<file path="src/rtl/core/tlib_pkg.sv">
// Shared types and constants of the text line index builder.
// No dependencies; imported by every module of the block.
package tlib_pkg;

    localparam logic [7:0] CH_CR  = 8'h0D;
    localparam logic [7:0] CH_LF  = 8'h0A;
    localparam logic [7:0] CH_END = 8'h00;

    localparam logic REG_MAX_LINES   = 1'b0;
    localparam logic REG_MAX_COLUMNS = 1'b1;

    localparam logic [15:0] MAX_LINES_RST   = 16'd4096;
    localparam logic [15:0] MAX_COLUMNS_RST = 16'd256;

    localparam int EQ_DEPTH = 4;
    localparam int EQ_AW    = $clog2(EQ_DEPTH);
    localparam int OQ_DEPTH = 4;
    localparam int OQ_AW    = $clog2(OQ_DEPTH);

    localparam logic KIND_LINE    = 1'b0;
    localparam logic KIND_SUMMARY = 1'b1;
    localparam logic STATUS_OK    = 1'b0;
    localparam logic STATUS_OVF   = 1'b1;

    typedef enum logic [1:0] {
        EV_CHAR,
        EV_EOL,
        EV_SKIP,
        EV_END
    } ev_code_t;

    typedef struct packed {
        logic     wr;
        ev_code_t code;
    } ev_wr_t;

    typedef struct packed {
        logic        kind;
        logic [15:0] line_index;
        logic [15:0] start_offset;
        logic [15:0] line_bytes;
        logic [15:0] line_total;
        logic        status;
        logic        last;
    } rec_t;

    typedef struct packed {
        logic [OQ_AW:0] oq_count;
    } back_stat_t;

endpackage

</file>
<file path="src/rtl/core/tlib_front.sv">
// Front end: accepts text bytes and classifies them into line events.
// Depends on tlib_pkg; feeds tlib_evq.
module tlib_front
    import tlib_pkg::*;
(
    input  logic       clk,
    input  logic       rst_n,
    input  logic       push,
    input  logic [7:0] char_byte,
    input  logic       evq_full,
    output logic       full,
    output ev_wr_t     ev_wr
);

    logic prev_cr_reg;
    logic prev_cr_next;
    logic accept;

    assign accept = push & ~evq_full;
    assign full   = evq_full;

    always_comb
    begin
        ev_wr.wr = accept;
        if (char_byte == CH_END)
            ev_wr.code = EV_END;
        else if (char_byte == CH_LF && prev_cr_reg)
            ev_wr.code = EV_SKIP;
        else if (char_byte == CH_CR || char_byte == CH_LF)
            ev_wr.code = EV_EOL;
        else
            ev_wr.code = EV_CHAR;
    end

    // CR state is only meaningful while no overflow, so track it unconditionally
    assign prev_cr_next = accept ? (char_byte == CH_CR) : prev_cr_reg;

    always_ff @(posedge clk or negedge rst_n)
    begin
        if (!rst_n)
            prev_cr_reg <= 1'b0;
        else
            prev_cr_reg <= prev_cr_next;
    end

endmodule

</file>
<file path="src/rtl/core/tlib_evq.sv">
// Short event queue between the front end and the back end.
// Depends on tlib_pkg.
module tlib_evq
    import tlib_pkg::*;
(
    input  logic     clk,
    input  logic     rst_n,
    input  ev_wr_t   ev_wr,
    input  logic     rd,
    output logic     empty,
    output logic     full,
    output ev_code_t head
);

    ev_code_t         mem_reg [EQ_DEPTH];
    logic [EQ_AW-1:0] wptr_reg, wptr_next;
    logic [EQ_AW-1:0] rptr_reg, rptr_next;
    logic [EQ_AW:0]   count_reg, count_next;
    logic             do_wr;
    logic             do_rd;

    assign empty = (count_reg == '0);
    assign full  = (count_reg == (EQ_AW+1)'(EQ_DEPTH));
    assign head  = mem_reg[rptr_reg];
    assign do_wr = ev_wr.wr & ~full;
    assign do_rd = rd & ~empty;

    always_comb
    begin
        wptr_next  = do_wr ? wptr_reg + 1'b1 : wptr_reg;
        rptr_next  = do_rd ? rptr_reg + 1'b1 : rptr_reg;
        count_next = count_reg + (EQ_AW+1)'(do_wr) - (EQ_AW+1)'(do_rd);
    end

    always_ff @(posedge clk)
    begin
        if (do_wr)
            mem_reg[wptr_reg] <= ev_wr.code;
    end

    always_ff @(posedge clk or negedge rst_n)
    begin
        if (!rst_n)
        begin
            wptr_reg  <= '0;
            rptr_reg  <= '0;
            count_reg <= '0;
        end
        else
        begin
            wptr_reg  <= wptr_next;
            rptr_reg  <= rptr_next;
            count_reg <= count_next;
        end
    end

endmodule

</file>
<file path="src/rtl/core/tlib_back.sv">
// Back end: line state, record generation and the result queue.
// Depends on tlib_pkg; reads events from tlib_evq.
module tlib_back
    import tlib_pkg::*;
#(
    parameter int OFFSET_BITS = 16
)
(
    input  logic        clk,
    input  logic        rst_n,
    input  logic [15:0] max_lines,
    input  logic [15:0] max_columns,
    input  logic        ev_empty,
    input  ev_code_t    ev_code,
    output logic        ev_rd,
    input  logic        pop,
    output logic        empty,
    output rec_t        head,
    output back_stat_t  stat
);

    localparam int CW = (OFFSET_BITS > 16) ? OFFSET_BITS : 16;
    localparam logic [OFFSET_BITS-1:0] OFFSET_MAX = '1;

    logic [OFFSET_BITS-1:0] off_reg, off_next;
    logic [OFFSET_BITS-1:0] start_reg, start_next;
    logic [15:0]            lines_reg, lines_next;
    logic                   ovf_reg, ovf_next;

    rec_t             oq_mem_reg [OQ_DEPTH];
    logic [OQ_AW-1:0] oq_wptr_reg, oq_wptr_next;
    logic [OQ_AW-1:0] oq_rptr_reg, oq_rptr_next;
    logic [OQ_AW:0]   oq_count_reg, oq_count_next;

    logic                   take;
    logic                   do_pop;
    logic [OFFSET_BITS-1:0] len;
    logic [OFFSET_BITS-1:0] off_inc;
    logic                   close_bad;
    logic [15:0]            lines_end;
    logic                   ovf_end;
    logic [1:0]             n_wr;
    rec_t                   rec0, rec1;
    rec_t                   line_rec;
    rec_t                   sum_rec;

    assign take    = ~ev_empty && (oq_count_reg <= (OQ_AW+1)'(OQ_DEPTH - 2));
    assign ev_rd   = take;
    assign empty   = (oq_count_reg == '0);
    assign do_pop  = pop & ~empty;
    assign head    = oq_mem_reg[oq_rptr_reg];
    assign stat.oq_count = oq_count_reg;

    assign len     = off_reg - start_reg;
    assign off_inc = off_reg + 1'b1;
    // line too long, or recording it would reach the line limit
    assign close_bad = (CW'(len) > CW'(max_columns)) ||
                       (({1'b0, lines_reg} + 17'd1) >= {1'b0, max_lines});

    always_comb
    begin
        line_rec.kind         = KIND_LINE;
        line_rec.line_index   = lines_reg;
        line_rec.start_offset = 16'(start_reg);
        line_rec.line_bytes   = 16'(len);
        line_rec.line_total   = '0;
        line_rec.status       = STATUS_OK;
        line_rec.last         = 1'b0;
    end

    always_comb
    begin
        off_next   = off_reg;
        start_next = start_reg;
        lines_next = lines_reg;
        ovf_next   = ovf_reg;
        n_wr       = 2'd0;
        rec0       = line_rec;
        rec1       = line_rec;
        lines_end  = lines_reg;
        ovf_end    = ovf_reg;
        sum_rec    = line_rec;

        if (take)
        begin
            case (ev_code)
                EV_END:
                begin
                    // trailing line with no terminator
                    if (!ovf_reg && (start_reg < off_reg))
                    begin
                        if (close_bad)
                            ovf_end = 1'b1;
                        else
                        begin
                            lines_end = lines_reg + 16'd1;
                            n_wr      = 2'd1;
                        end
                    end
                    if (lines_end >= max_lines)
                        ovf_end = 1'b1;
                    sum_rec.kind         = KIND_SUMMARY;
                    sum_rec.line_index   = '0;
                    sum_rec.start_offset = '0;
                    sum_rec.line_bytes   = '0;
                    sum_rec.line_total   = lines_end;
                    sum_rec.status       = ovf_end ? STATUS_OVF : STATUS_OK;
                    sum_rec.last         = 1'b1;
                    if (n_wr == 2'd1)
                    begin
                        rec1 = sum_rec;
                        n_wr = 2'd2;
                    end
                    else
                    begin
                        rec0 = sum_rec;
                        n_wr = 2'd1;
                    end
                    off_next   = '0;
                    start_next = '0;
                    lines_next = '0;
                    ovf_next   = 1'b0;
                end
                EV_SKIP, EV_EOL, EV_CHAR:
                begin
                    if (ovf_reg)
                    begin
                        // silent until end of text
                    end
                    else if (off_reg == OFFSET_MAX)
                        ovf_next = 1'b1;
                    else
                    begin
                        off_next = off_inc;
                        if (ev_code == EV_SKIP)
                            start_next = off_inc;
                        else if (ev_code == EV_EOL)
                        begin
                            start_next = off_inc;
                            if (close_bad)
                                ovf_next = 1'b1;
                            else
                            begin
                                n_wr       = 2'd1;
                                lines_next = lines_reg + 16'd1;
                            end
                        end
                    end
                end
                default:
                begin
                end
            endcase
        end
    end

    always_comb
    begin
        oq_wptr_next  = oq_wptr_reg + OQ_AW'(n_wr);
        oq_rptr_next  = do_pop ? oq_rptr_reg + 1'b1 : oq_rptr_reg;
        oq_count_next = oq_count_reg + (OQ_AW+1)'(n_wr) - (OQ_AW+1)'(do_pop);
    end

    always_ff @(posedge clk)
    begin
        if (n_wr != 2'd0)
            oq_mem_reg[oq_wptr_reg] <= rec0;
        if (n_wr == 2'd2)
            oq_mem_reg[oq_wptr_reg + 1'b1] <= rec1;
    end

    always_ff @(posedge clk or negedge rst_n)
    begin
        if (!rst_n)
        begin
            off_reg      <= '0;
            start_reg    <= '0;
            lines_reg    <= '0;
            ovf_reg      <= 1'b0;
            oq_wptr_reg  <= '0;
            oq_rptr_reg  <= '0;
            oq_count_reg <= '0;
        end
        else
        begin
            off_reg      <= off_next;
            start_reg    <= start_next;
            lines_reg    <= lines_next;
            ovf_reg      <= ovf_next;
            oq_wptr_reg  <= oq_wptr_next;
            oq_rptr_reg  <= oq_rptr_next;
            oq_count_reg <= oq_count_next;
        end
    end

endmodule

</file>
<file path="src/rtl/core/text_line_index_builder.sv">
// A byte accepted is written to the event queue, then stepped by the back end into the result queue.
// Throughput: one byte per cycle unless a queue fills; the end byte yields up to two words, drained one per pop.
// The rate is set by the single-event-per-cycle step of the back end line state.
// Reset clears offsets, line count, overflow and both queues; max_lines returns to 4096,
// max_columns to 256.
module text_line_index_builder
    import tlib_pkg::*;
#(
    parameter int OFFSET_BITS = 16
)
(
    input  logic        clk,
    input  logic        rst_n,
    input  logic        cfg_wr_en,
    input  logic        cfg_index,
    input  logic [15:0] cfg_wdata,
    input  logic        push,
    output logic        full,
    input  logic [7:0]  char_byte,
    output logic        empty,
    input  logic        pop,
    output logic        record_kind,
    output logic [15:0] line_index,
    output logic [15:0] start_offset,
    output logic [15:0] line_bytes,
    output logic [15:0] line_total,
    output logic        status,
    output logic        last
);

    logic [15:0] max_lines_reg;
    logic [15:0] max_columns_reg;

    ev_wr_t     ev_wr;
    logic       evq_full;
    logic       evq_empty;
    logic       evq_rd;
    ev_code_t   evq_head;
    rec_t       head;
    back_stat_t back_stat;

    always_ff @(posedge clk or negedge rst_n)
    begin
        if (!rst_n)
        begin
            max_lines_reg   <= MAX_LINES_RST;
            max_columns_reg <= MAX_COLUMNS_RST;
        end
        else if (cfg_wr_en)
        begin
            case (cfg_index)
                REG_MAX_LINES:   max_lines_reg   <= cfg_wdata;
                REG_MAX_COLUMNS: max_columns_reg <= cfg_wdata;
                default:
                begin
                end
            endcase
        end
    end

    tlib_front u_front (
        .clk       (clk),
        .rst_n     (rst_n),
        .push      (push),
        .char_byte (char_byte),
        .evq_full  (evq_full),
        .full      (full),
        .ev_wr     (ev_wr)
    );

    tlib_evq u_evq (
        .clk   (clk),
        .rst_n (rst_n),
        .ev_wr (ev_wr),
        .rd    (evq_rd),
        .empty (evq_empty),
        .full  (evq_full),
        .head  (evq_head)
    );

    tlib_back #(
        .OFFSET_BITS (OFFSET_BITS)
    ) u_back (
        .clk         (clk),
        .rst_n       (rst_n),
        .max_lines   (max_lines_reg),
        .max_columns (max_columns_reg),
        .ev_empty    (evq_empty),
        .ev_code     (evq_head),
        .ev_rd       (evq_rd),
        .pop         (pop),
        .empty       (empty),
        .head        (head),
        .stat        (back_stat)
    );

    assign record_kind  = head.kind;
    assign line_index   = head.line_index;
    assign start_offset = head.start_offset;
    assign line_bytes   = head.line_bytes;
    assign line_total   = head.line_total;
    assign status       = head.status;
    assign last         = head.last;

`ifndef SYNTHESIS
    a_oq_bound: assert property (@(posedge clk) disable iff (!rst_n)
        back_stat.oq_count <= (OQ_AW+1)'(OQ_DEPTH))
        else $error("result queue count beyond depth");

    a_push_lands: assert property (@(posedge clk) disable iff (!rst_n)
        push && !full |=> !evq_empty)
        else $error("accepted byte missing from event queue");

    a_last_is_summary: assert property (@(posedge clk) disable iff (!rst_n)
        !empty |-> (last == record_kind))
        else $error("last flag disagrees with record kind");

    a_line_rec_clean: assert property (@(posedge clk) disable iff (!rst_n)
        !empty && record_kind == KIND_LINE |-> line_total == '0 && status == STATUS_OK)
        else $error("line word carries summary fields");
`endif

endmodule

</file>
<file path="config.mk">
export PLATFORM = sky130hd
export DESIGN_NAME = text_line_index_builder
export DESIGN_NICKNAME = d
export VERILOG_FILES = /design/src/rtl/core/tlib_pkg.sv /design/src/rtl/core/tlib_front.sv /design/src/rtl/core/tlib_evq.sv /design/src/rtl/core/tlib_back.sv /design/src/rtl/core/text_line_index_builder.sv
export SDC_FILE = /design/constraint.sdc
export NUM_CORES = 1
export LEC_CHECK = 0
export ABC_AREA = 1
export BUFFER_PORTS_ARGS = -buffer_cell sky130_fd_sc_hd__buf_4
export CORE_MARGIN = 2
export CORE_UTILIZATION = 58
export CTS_BUF_LIST = sky130_fd_sc_hd__clkbuf_8
export DETAILED_ROUTE_END_ITERATION = 8
export GPL_TIMING_DRIVEN = 0
export PLACE_DENSITY = 0.76
export SYNTH_ARGS = -nofsm -noshare
export SYNTH_HDL_FRONTEND = slang
export SYNTH_HIERARCHICAL = 1
export SYNTH_SLANG_ARGS = --single-unit
</file>
<file path="constraint.sdc">
create_clock -name clk -period 9.1 [get_ports clk]
set_input_delay 1.82 -clock clk [delete_from_list [all_inputs] [get_ports clk]]
set_output_delay 1.82 -clock clk [all_outputs]
set_load 0.02 [all_outputs]
</file>
== Word-level counts from Yosys, hierarchy flattened ==
Memory sizes are Yosys's and may differ from the RTL's.
Cells that the tools add are included.

* Bits in registers: 96
* Input bits: 30
* Output and inout port bits: 69
* Memories: 2
* Bits in writable memories: 276
* Word-level logic and storage cells: 127

{| class="wikitable"
|+ Memory list
! memory !! words !! bits a word !! rd ports !! clocked after Yosys merged registers in !! wr ports !! RTL line !! source
|-
| u_back.oq_mem_reg || 4 || 67 || 1 || 0 || 2 || tlib_back.sv:30 || <nowiki>rec_t oq_mem_reg [OQ_DEPTH];</nowiki>
|-
| u_evq.mem_reg || 4 || 2 || 1 || 0 || 1 || tlib_evq.sv:15 || <nowiki>ev_code_t mem_reg [EQ_DEPTH];</nowiki>
|}

* Add/sub/neg operators: 13
* Bitwise gates (word level): 8
* Equal/unequal tests: 14
* Mux-type cells: 55
* $lt $le $gt $ge: 5
* Reductions and logical operators: 17

{| class="wikitable"
|+ Operators by type and width
! cell !! count
|-
| 67-bit 2-to-1 mux || 6
|-
| 16-bit 2-to-1 mux || 14
|-
| 16-bit one-hot mux with 2 select lines || 3
|-
| 16-bit by 1-bit adder with 16-bit output, second input constant || 2
|-
| 1-bit 2-to-1 mux || 20
|-
| 2-bit 2-to-1 mux || 10
|-
| 16-bit by 1-bit adder with 17-bit output, second input constant || 1
|-
| 17-bit by 16-bit >= comparator with 1-bit output || 1
|-
| 16-bit equality test, second input constant || 1
|-
| 8-bit by 4-bit equality test with 1-bit output, second input constant || 2
|-
| 16-bit >= comparator || 1
|-
| 16-bit > comparator || 1
|-
| 16-bit < comparator || 1
|-
| 16-bit subtractor || 1
|-
| 2-bit by 1-bit adder with 2-bit output, second input constant || 4
|-
| 8-bit zero test || 1
|-
| 2-bit equality test, second input constant || 3
|-
| 3-bit zero test || 2
|-
| 2-bit != test, second input constant || 3
|-
| 3-bit by 1-bit subtractor with 3-bit output || 2
|-
| 5-bit AND reduction || 1
|-
| 1-bit bitwise AND || 4
|-
| 2-bit by 1-bit equality test with 1-bit output, second input constant || 2
|-
| 1-bit NOT || 4
|-
| 18 further kinds || 22
|}

== Logic depth before layout (Yosys ltp) ==
Gate-level depths: netlist of the first run.

* Depth after elaboration: 15
* Gate-level depth with buffers: 37
* Gate-level depth less buffers: 37

== Hierarchy ==
Netlist of the first run, hierarchy kept.

{| class="wikitable"
|+ Modules (own cells, without submodules)
! module !! times used !! sequential area each (um^2) !! area an instance (um^2) !! cells each
|-
| tlib_back || 1 || 9328.9 || 16568.4 || 1776
|-
| text_line_index_builder || 1 || 803.3 || 1322.5 || 140
|-
| tlib_evq || 1 || 415.4 || 814.5 || 86
|-
| tlib_front || 1 || 25.0 || 177.7 || 33
|}

== Least setup slack after synthesis of the first run ==
OpenSTA, ideal clock, no wires.

* Path kind: register to register
* Start point: reg u_back.off_reg[0]
* End point: mem u_back/oq_mem_reg[0][0] in the netlist's numbering (enable)
* Slack: 674 ps
* Data required time: 8519 ps
* Setup time: 581 ps
* Data arrival time: 7845 ps
* Cell stages (with the launch flop): 23
* Path buffers: 0
* Period minus slack after synthesis: 8426 ps
* Path through: dfrtp_1 -> inv_1 -> ha_1 -> fa_1 -> nand3b_1 -> nand2_1 -> nand2_1 -> nand2_2 -> a21oi_1 -> o21bai_1 -> xor2_1 -> inv_1 -> ha_1 -> nand2_1 -> nor2_1 -> nand3_1 -> nand2_1 -> nand3_1 -> nor2_2 -> nand3_1 -> nand2_1 -> inv_1 -> o21ai_0

{| class="wikitable"
|+ RTL lines
! item !! RTL line !! source
|-
| from (decl) || tlib_back.sv:25 || <nowiki>logic [OFFSET_BITS-1:0] off_reg, off_next;</nowiki>
|-
| from (signal assigned) || tlib_back.sv:186 || <nowiki>off_reg <= off_next;</nowiki>
|-
| to (decl) || tlib_back.sv:30 ||
|}

==> flow_summary.json, run 1 <==
{
  "outcome": "complete, no violations",
  "syn_area_um2": 18900,
  "synth_mux_area_share_pct": 0,
  "synth-main-ff-cell": "edfxtp_1",
  "arrival_ns": 6.73,
  "drc_errors": 0,
  "crit_top_cell": "nand2_1",
  "synth-simple-area-share_pct": 18.8,
  "slowest_stage": "o21ai_0",
  "max_stage_delay_ns": 0.62,
  "place_area_um2": 20500,
  "cts_buffer_depth": 3,
  "wl_mm": 50.7,
  "hold_violations": 0,
  "stdcell_area_um2": 21700,
  "grt_pass1_vias": 14846,
  "layout-drive-gt1-share_pct": 12.4,
  "nNetsFinal": 2313,
  "sequentialPowerShare_pct": 28.3,
  "regArea_um2": 10600,
  "max_freq_ghz": 0.157,
  "antenna_left": 0,
  "max-cap-violations": 0,
  "synth.most_common_cell": "nor2_1",
  "switchingPower_w": 0.00398,
  "viasPerCell": 5.70,
  "postSynth.asyncResetShare_pct": 26.1,
  "maxSlewHeadroom_pct": 34.4,
  "cp-start-kind": "register",
  "postCtsHoldBufs": 0,
  "power.internal_w": 0.00455,
  "dp_slack_ns": 2.90,
  "cp_max_fo": 10,
  "core_um2": 32300,
  "rsz0062_at_grt": "no",
  "multi_input_area_um2": 7120,
  "yosysTopAreaCellShare_pct": 43.3,
  "synth_top_family_by_area": "simple AND/OR/NAND/NOR gates",
  "cp.required_ns": 9.46,
  "clk_pin_slew_ns": 0.06,
  "n_fill_cell": 2552,
  "synth_xor_area_share_pct": 1.48,
  "synth_adder_area_share_pct": 5.35,
  "finClkSkew_ns": 0.0349,
  "insertion_delay_ns": 0.63,
  "io_pins": 99,
  "worst_pin_slew_ns": 0.981,
  "num_antenna_cells": 0,
  "grt_overflow": 0,
  "setup_viol": 0,
  "synth_cells": 2035,
  "swShare_pct": 46.7,
  "track_usage_pct": 30.1,
  "finalCritPeriodShare_pct": 70.0,
  "setup_ws_ns": 2.73,
  "yosysWarnings": 6,
  "htree_levels": 2,
  "p_per_area_nw_per_um2": 392,
  "vdd_drop_max_mv": 0.182,
  "synth_compound_area_share_pct": 11.8,
  "gp_congestion": 0.914,
  "cts-buffers-inserted": 58,
  "grt_max_degree": 97,
  "hold_path.class": "register to register",
  "whs_ns": 0.469,
  "area_growth_pct": 15.0,
  "layout_min_cycle_time_ns": 6.37,
  "yosysSeqAreaShare_pct": 56.0,
  "rows": 66,
  "ys_seq_elements": 368,
  "cp-end-kind": "register",
  "first_pass_iters": 6,
  "grt_pass1_wl_mm": 78.4,
  "io_buffers": 96,
  "fp.dieH_um": 184,
  "largest_reg_flops": 264,
  "cts-root-buf": "clkbuf_8",
  "synth.avg_cell_area_um2": 9.28,
  "num_vias": 15362,
  "p_comb_share_pct": 54.8,
  "synthTopCellsByArea": "edfxtp_1, dfrtp_1, nor2_1, o21ai_0, nand2_1",
  "start_util_pct": 58.5,
  "antenna_found_initial": 0,
  "p_clk_share_pct": 16.9,
  "clock_sinks": 368,
  "synth_cell_types": 47,
  "die_area_um2": 34000,
  "dp_hpwl_mm": 36.3,
  "die_w_um": 184,
  "drv_slew": 0,
  "leakage_nw": 9.33,
  "synth_top_area_cell": "edfxtp_1",
  "drtIter0Drc": 1542,
  "wl_per_cell_um": 18.8,
  "cts_setup_buffers": 0,
  "ctsResizeCount": 0,
  "syn-num-nets": 2144,
  "cts_tree": "yes",
  "synth-edff-count": 272,
  "worstSetupPathType": "register to register",
  "synthTopCellsByCount": "nor2_1, nand2_1, edfxtp_1"
}
-- layer usage --
metal	wire length (um)	vias up	global-route usage, %
li1	-	7201	-
met1	20000	7237	40.2
met2	23700	786	48.3
met3	5250	138	6.22
met4	1830	0	12.4
met5	0	-	0
-- final cells by class --
class	count	share of cell area, %
clock inverters	43	1.41
clock buffers	65	4.12
inverters	198	3.45
plain buffers	93	2.26
well taps	442	2.55
multi-input cells	1376	32.8
flip-flops and latches	368	48.7
repair buffers	109	4.76
-- metrics by stage --
stage                     instances  total power [W]  setup TNS, ns  utilization (%)
after floorplan                2035          0.00543              0                -
after global placement         2573          0.00685        -899.44             62.4
after detailed placement       2585          0.00702              0             63.5
after CTS                      2693          0.00846              0             67.2
after global routing           2694          0.00911              0             67.3
final                          2694          0.00852              0             67.3
-- cells in the final DEF, fill, tap and decap left out, types with 7 or more instances in the layout --
cell      count
o21ai_1       7
a21oi_1      46
clkinv_2      7
clkbuf_8     65
nor3_1       11
o22ai_1      71
dfrtp_1      94
buf_4       106
xor2_1       27
edfxtp_1    272
nand2_4      11
buf_16        7
clkinv_1     18
clkbuf_1     52
inv_1       204
nand4_1      11
nand2_2      11
ha_1         76
nand3_1      74
buf_2        14
buf_6        11
o21ai_0     266
nor2_1      405
nand2_1     311
-- power groups by stage --
stage          clock network [W]  logic [W]  registers (W)
6_report                 0.00144    0.00467        0.00241
5_1_grt                  0.00153    0.00515        0.00244
4_1_cts                  0.00145    0.00460        0.00241
3_5_place_dp                   0    0.00458        0.00244
3_3_place_gp                   0    0.00436        0.00249
2_1_floorplan                  0    0.00299        0.00244
-- worst max-delay path, delay by kind of cell (launching register included) --
family	cells	cell delay, ns
compound gates	6	1.32
fa+ha+maj	4	1.24
buf+inv	4	0.27
flops	1	0.40
xor+xnor	1	0.56
simple gates	19	2.34
-- path summary, 6_finish.rpt --
kind | cells past startpoint | slack, ns | endpoint | start
min reg2reg | 2 | 0.47 | max_lines_reg[12]$_DFFE_PN1P_ | max_lines_reg[12]$_DFFE_PN1P_
max in group asynchronous | 2 | 7.28 | max_lines_reg[12]$_DFFE_PN1P_ | rst_n
min in group asynchronous | 1 | 1.12 | u_back/start_reg[1]$_DFFE_PN0P_ | rst_n
max | 34 | 2.73 | u_back/oq_mem_reg[2][1]$_DFFE_PP_ | u_back/off_reg[0]$_DFFE_PN0P_
max reg2reg | 34 | 2.73 | u_back/oq_mem_reg[2][1]$_DFFE_PP_ | u_back/off_reg[0]$_DFFE_PN0P_
min | 2 | 0.47 | max_lines_reg[12]$_DFFE_PN1P_ | max_lines_reg[12]$_DFFE_PN1P_
-- cell families after synthesis --
family / count (synthesis)
buffers and inverters: 291
flip-flops: 368
XOR/XNOR: 32
AO/OA/AOI/OAI: 414
AND/OR/NAND/NOR: 851
adder cells (fa/ha/maj): 79
Power figures use the tool's default switching activity.
==> run 2: changes to the inputs <==
- clock period: 9.1 -> 5.5 ns (I/O delays scaled with it)
==> run 2 against run 1 <==
Against the previous run:
- worst setup slack worse by 2.5 ns
- register-to-register slack lost 2.5 ns
- die area did not move
- largest power group unchanged
- critical endpoint is now u_back/oq_mem_reg[3][40]$_DFFE_PP_
- via count grew 1.1%
- core utilization up 0.45 points
- clock skew is 0.014 ns lower
- critical path type unchanged
- first-iteration DRC count is 12% higher
- global-route usage grew 0.24 points
- worst hold slack worse by 0.0091 ns
==> flow_summary.json, run 2 (same netlist as run 1, synthesis figures left out) <==
{
  "max_freq_ghz": 0.191,
  "outcome": "complete, no violations",
  "power.internal_w": 0.00769,
  "cts-buffers-inserted": 59,
  "grtUsageMet3_pct": 5.55,
  "sequentialPowerShare_pct": 27.6,
  "cp.required_ns": 5.80,
  "grt-busiest-layer": "met2",
  "post-place-cells": 2584,
  "r2r-end": "u_back/oq_mem_reg[3][40]$_DFFE_PP_",
  "hold_path.class": "register to register",
  "vdd_drop_max_mv": 0.295,
  "die_area_um2": 34000,
  "start_util_pct": 58.5,
  "grt_use_met1_pct": 41.3,
  "drtIter0Drc": 1723,
  "worst_pin_slew_ns": 0.990,
  "finClkSkew_ns": 0.0212,
  "cp-end-kind": "register",
  "grt_util_met2_pct": 49.8,
  "max-cap-violations": 0,
  "reg2reg_depth": 27,
  "leakage_nw": 9.37,
  "rows": 66,
  "hold_depth": 2,
  "area_growth_pct": 15.8,
  "layout_min_cycle_time_ns": 5.22,
  "final_common_cell": "nor2_1",
  "wl_mm": 51.4,
  "p_per_area_nw_per_um2": 663,
  "cts_tree": "yes",
  "grt_pass1_vias": 14969,
  "wl_per_cell_um": 19.0,
  "dp_slack_ns": -0.798,
  "fin_cells": 2702,
  "maxSlewHeadroom_pct": 33.7,
  "layout_common_cells": "nor2_1, nand2_1, edfxtp_1",
  "cts-root-buf": "clkbuf_8",
  "track_usage_pct": 30.4,
  "drc_errors": 0,
  "cts_buffer_depth": 3,
  "num_vias": 15528,
  "ff2ff_setup_slack_ns": 0.28,
  "num_antenna_cells": 0,
  "arrival_ns": 5.52,
  "core_um2": 32300,
  "nNetsFinal": 2322,
  "io_buffers": 96,
  "regToRegStartpoint": "u_back/off_reg[0]$_DFFE_PN0P_",
  "antenna_left": 0,
  "dp_hpwl_mm": 36.4,
  "clk_pin_slew_ns": 0.06,
  "finalCritPeriodShare_pct": 95.0,
  "hold_violations": 0,
  "grt_overflow": 0,
  "die_w_um": 184,
  "fp.dieH_um": 184,
  "swShare_pct": 47.0,
  "min_to": "max_columns_reg[8]$_DFFE_PN1P_",
  "cp_max_fo": 24,
  "hp-start": "max_columns_reg[8]$_DFFE_PN1P_",
  "cp-start-kind": "register",
  "largest_reg_flops": 264,
  "io_pins": 99,
  "grt_max_degree": 97,
  "htree_levels": 2,
  "p_comb_share_pct": 56.9,
  "fin_tns_setup_ns": 0,
  "grt_pass1_wl_mm": 79.5,
  "clock_sinks": 368,
  "drv_slew": 0,
  "switchingPower_w": 0.00680,
  "setup_viol": 0,
  "layout-drive-gt1-share_pct": 14.3,
  "first_pass_iters": 6,
  "gp_congestion": 0.937,
  "setup_ws_ns": 0.276,
  "insertion_delay_ns": 0.62,
  "worstSetupPathType": "register to register",
  "p_clk_share_pct": 15.5,
  "viasPerCell": 5.75,
  "antenna_found_initial": 0
}
[run 2: cell types whose count changed in the layout (fill, tap and decap cells not counted), moves of 3 or more]
cell,before,now
nor2_2,4,7
o21ai_2,2,5
ha_4,0,3
inv_2,4,13
ha_1,76,72
xor2_2,0,5
nand2_2,11,15
buf_4,106,116
nand2_1,311,306
xor2_1,27,22
o21ai_1,7,13
nor2_1,405,401
o21ai_0,266,255
inv_1,204,197
[run 2: layer usage]
layer  up-vias  routed length (um)  share of wire (%)
met5         -                   0                  0
met4         0                1480                2.9
met3       120                5010                9.7
met2       852               24400                 48
met1      7340               20500                 40
li1       7216                   -                  -
[run 2: worst max-delay path: stages, from the launching register on]
cell	delay [ns]
dfrtp_1	0.34
inv_1	0.07
ha_1	0.25
fa_2	0.36
nand3b_1	0.18
nand2_2	0.12
nand2_1	0.07
nand2_2	0.10
a21oi_1	0.12
o21bai_1	0.24
xor2_2	0.26
inv_1	0.08
ha_1	0.28
nand2_1	0.07
nor2_2	0.12
nand3_1	0.08
nand2_1	0.12
nand2_1	0.11
nor2_4	0.17
nand3_4	0.12
buf_4	0.20
nor2_8	0.19
nand2_4	0.14
clkbuf_2	0.28
o21ai_4	0.16
buf_12	0.24
buf_16	0.20
buf_12	0.21
[run 2: worst max path at each step]
stage                                  startpoint                                  to  slack, ns  depth (start not counted)
floorplan           u_back/off_reg[0]$_DFFE_PN0P_   u_back/oq_mem_reg[0][0]$_DFFE_PP_      -1.15                         22
global placement    u_back/off_reg[0]$_DFFE_PN0P_  u_back/oq_mem_reg[0][37]$_DFFE_PP_      -4.11                         22
detailed placement  u_back/off_reg[0]$_DFFE_PN0P_   u_back/oq_mem_reg[3][1]$_DFFE_PP_      -0.80                         34
CTS                 u_back/off_reg[0]$_DFFE_PN0P_   u_back/oq_mem_reg[3][1]$_DFFE_PP_      0.003                         34
global route        u_back/off_reg[0]$_DFFE_PN0P_   u_back/oq_mem_reg[0][1]$_DFFE_PP_      -0.09                         35
finish              u_back/off_reg[0]$_DFFE_PN0P_  u_back/oq_mem_reg[3][40]$_DFFE_PP_       0.28                         27
[run 2: per-stage QoR]
stage | utilization [%] | power [W] | instance area, um^2 | hold WS [ns]
2_1_floorplan | - | 0.00897 | 18900 | 0.441
3_3_place_gp | 62.4 | 0.0113 | 20200 | 0.454
3_5_place_dp | 63.4 | 0.0116 | 20500 | 0.453
4_1_cts | 67.1 | 0.0141 | 21700 | 0.462
5_1_grt | 67.7 | 0.0154 | 21900 | 0.477
6_report | 67.7 | 0.0145 | 21900 | 0.460
[run 2: power groups by stage]
stage | clock, W | sequential (W) | combinational [W]
floorplan | 0 | 0.00401 | 0.00496
global placement | 0 | 0.00408 | 0.00722
detailed placement | 0 | 0.00405 | 0.00756
CTS | 0.00227 | 0.00399 | 0.00779
global route | 0.00239 | 0.00404 | 0.00901
finish | 0.00224 | 0.00400 | 0.00824
[run 2: final cells by class]
cell class | count | area (um^2)
multi-input cells | 1376 | 7290
plain buffers | 92 | 492
fillers | 2477 | 10400
clock inverters | 45 | 255
well taps | 442 | 553
repair buffers | 118 | 1080
flip-flops and latches | 368 | 10600
inverters | 198 | 748
clock buffers | 63 | 867
[run 2: repair_timing]
item                       4_1_cts  5_1_grt
pin swaps                        3        9
setup endpoints to repair       68      156
setup buffers                    4        6
hold buffers                     0        0
gates resized for setup         26       32
==> run 3: changes to the inputs <==
- MAX_ROUTING_LAYER: unset -> met4
==> run 3 against run 2 <==
Against the previous run:
- flip-flop and latch count unchanged
- worst setup slack got worse by 0.066 ns
- fmax decreased by 1.3%
- first-iteration DRC count increased by 2.9%
- die area unchanged
- critical endpoint is now u_back/oq_mem_reg[1][1]$_DFFE_PP_
==> flow_summary.json, run 3 (same netlist as run 1, synthesis figures left out) <==
{
  "antenna_found_initial": 0,
  "drtIter0Drc": 1773,
  "cts-root-buf": "clkbuf_8",
  "postCtsHoldBufs": 0,
  "regArea_um2": 10600,
  "cp.required_ns": 5.88,
  "finClkSkew_ns": 0.0235,
  "maxSlewHeadroom_pct": 36.3,
  "cp-end-kind": "register",
  "grt_overflow": 0,
  "antenna_left": 0,
  "hold_path.class": "register to register",
  "worst_pin_slew_ns": 0.952,
  "core_um2": 32300,
  "rows": 66,
  "setup_viol": 0,
  "grt_use_met1_pct": 41.8,
  "cts_buffer_depth": 3,
  "gp_congestion": 0.946,
  "final_common_cell": "nor2_1",
  "drv_slew": 0,
  "wl_per_cell_um": 18.9,
  "grt_max_degree": 97,
  "max-cap-violations": 0,
  "crit_top_cell": "nand2_1",
  "clock_sinks": 368,
  "io_pins": 99,
  "multi_input_area_um2": 7250,
  "fin_tns_setup_ns": 0,
  "wl_mm": 50.9,
  "grt_util_met2_pct": 48.5,
  "start_util_pct": 58.5,
  "reg2reg_depth": 30,
  "area_growth_pct": 15.2,
  "dp_hpwl_mm": 35.8,
  "drc_errors": 0,
  "arrival_ns": 5.67,
  "cts-buffers-inserted": 58,
  "grt-busiest-layer": "met2",
  "hold_depth": 2,
  "insertion_delay_ns": 0.63,
  "layout-drive-gt1-share_pct": 13.6,
  "layout_common_cells": "nor2_1, nand2_1, edfxtp_1",
  "cp_max_fo": 10,
  "num_antenna_cells": 0,
  "nNetsFinal": 2317,
  "hold_violations": 0,
  "io_buffers": 96,
  "grtUsageMet3_pct": 5.30,
  "grt_pass1_vias": 14603,
  "htree_levels": 2,
  "n_fill_cell": 2481,
  "slowest_stage": "dfrtp_1",
  "viasPerCell": 5.71,
  "max_stage_delay_ns": 0.40,
  "first_pass_iters": 8,
  "clk_pin_slew_ns": 0.06,
  "worstSetupPathType": "register to register",
  "cp-start-kind": "register",
  "die_area_um2": 34000,
  "cts_tree": "yes",
  "vdd_drop_max_mv": 0.285,
  "largest_reg_flops": 264,
  "track_usage_pct": 31.1,
  "p_per_area_nw_per_um2": 655,
  "fp.dieH_um": 184,
  "grt_pass1_wl_mm": 78.5,
  "die_w_um": 184,
  "fin_total_pwr_w": 0.0143,
  "outcome": "complete, no violations",
  "layout_min_cycle_time_ns": 5.29,
  "finalCritPeriodShare_pct": 96.2,
  "leakage_nw": 9.33,
  "num_vias": 15417,
  "max_freq_ghz": 0.189
}
[run 3: metal layers]
metal,share of wire (%),wire [um]
met5,0,0
met3,10,5070
met2,47,23900
met4,3.0,1540
met1,40,20400
[run 3: worst max-delay path, delay by kind of cell, from the launching register on]
family                     cells  cell delay (ns)
buffers and inverters          3             0.38
adders and majority gates      4             1.12
xor gates and xnor gates       1             0.22
DFF                            1             0.40
AOI/OAI and AO/OA              7             1.13
and+or+nand+nor               15             1.77
[run 3: what timing repair did]
item,CTS,global route
setup endpoints to repair,43,93
endpoints found under the hold margin,0,0
buffers inserted,3,3
pin swaps,3,8
gates resized for setup,25,28
[run 3: worst paths after layout]
kind,from,to,slack (ns)
worst max-delay path,u_back/off_reg[0]$_DFFE_PN0P_,u_back/oq_mem_reg[1][1]$_DFFE_PP_,0.21
worst min-delay path,max_lines_reg[12]$_DFFE_PN1P_,max_lines_reg[12]$_DFFE_PN1P_,0.46
worst max register to register,u_back/off_reg[0]$_DFFE_PN0P_,u_back/oq_mem_reg[1][1]$_DFFE_PP_,0.21
worst min register to register,max_lines_reg[12]$_DFFE_PN1P_,max_lines_reg[12]$_DFFE_PN1P_,0.46
max in group asynchronous,rst_n,max_lines_reg[12]$_DFFE_PN1P_,4.56
min in group asynchronous,rst_n,u_back/oq_rptr_reg[1]$_DFFE_PN0P_,0.47
[run 3: through the flow]
stage	setup slack (ns)	area [um^2]	instances	hold slack [ns]	utilization [%]
2_1_floorplan	-1.15	18900	2035	0.441	-
3_3_place_gp	-4.16	20200	2573	0.454	62.4
3_5_place_dp	-0.841	20500	2584	0.460	63.4
4_1_cts	0.0139	21600	2695	0.468	67.0
5_1_grt	-0.0834	21800	2699	0.485	67.4
6_report	0.209	21800	2699	0.464	67.4
[run 3: cell type report]
type	instances	share of cell area (%)
Sequential cell	368	48.6
Multi-Input combinational cell	1376	33.3
Timing Repair Buffer	114	4.95
Clock buffer	62	3.92
Inverter	198	3.44
Tap cell	442	2.54
Buffer	92	2.29
Clock inverter	47	0.915
[run 3: report_power, final]
group	switching [W]	leakage [nW]	internal [W]	total, W
Clock	0.00108	0.613	0.00104	0.00212
Sequential	0.000228	3.72	0.00377	0.00400
Combinational	0.00544	4.99	0.00270	0.00814
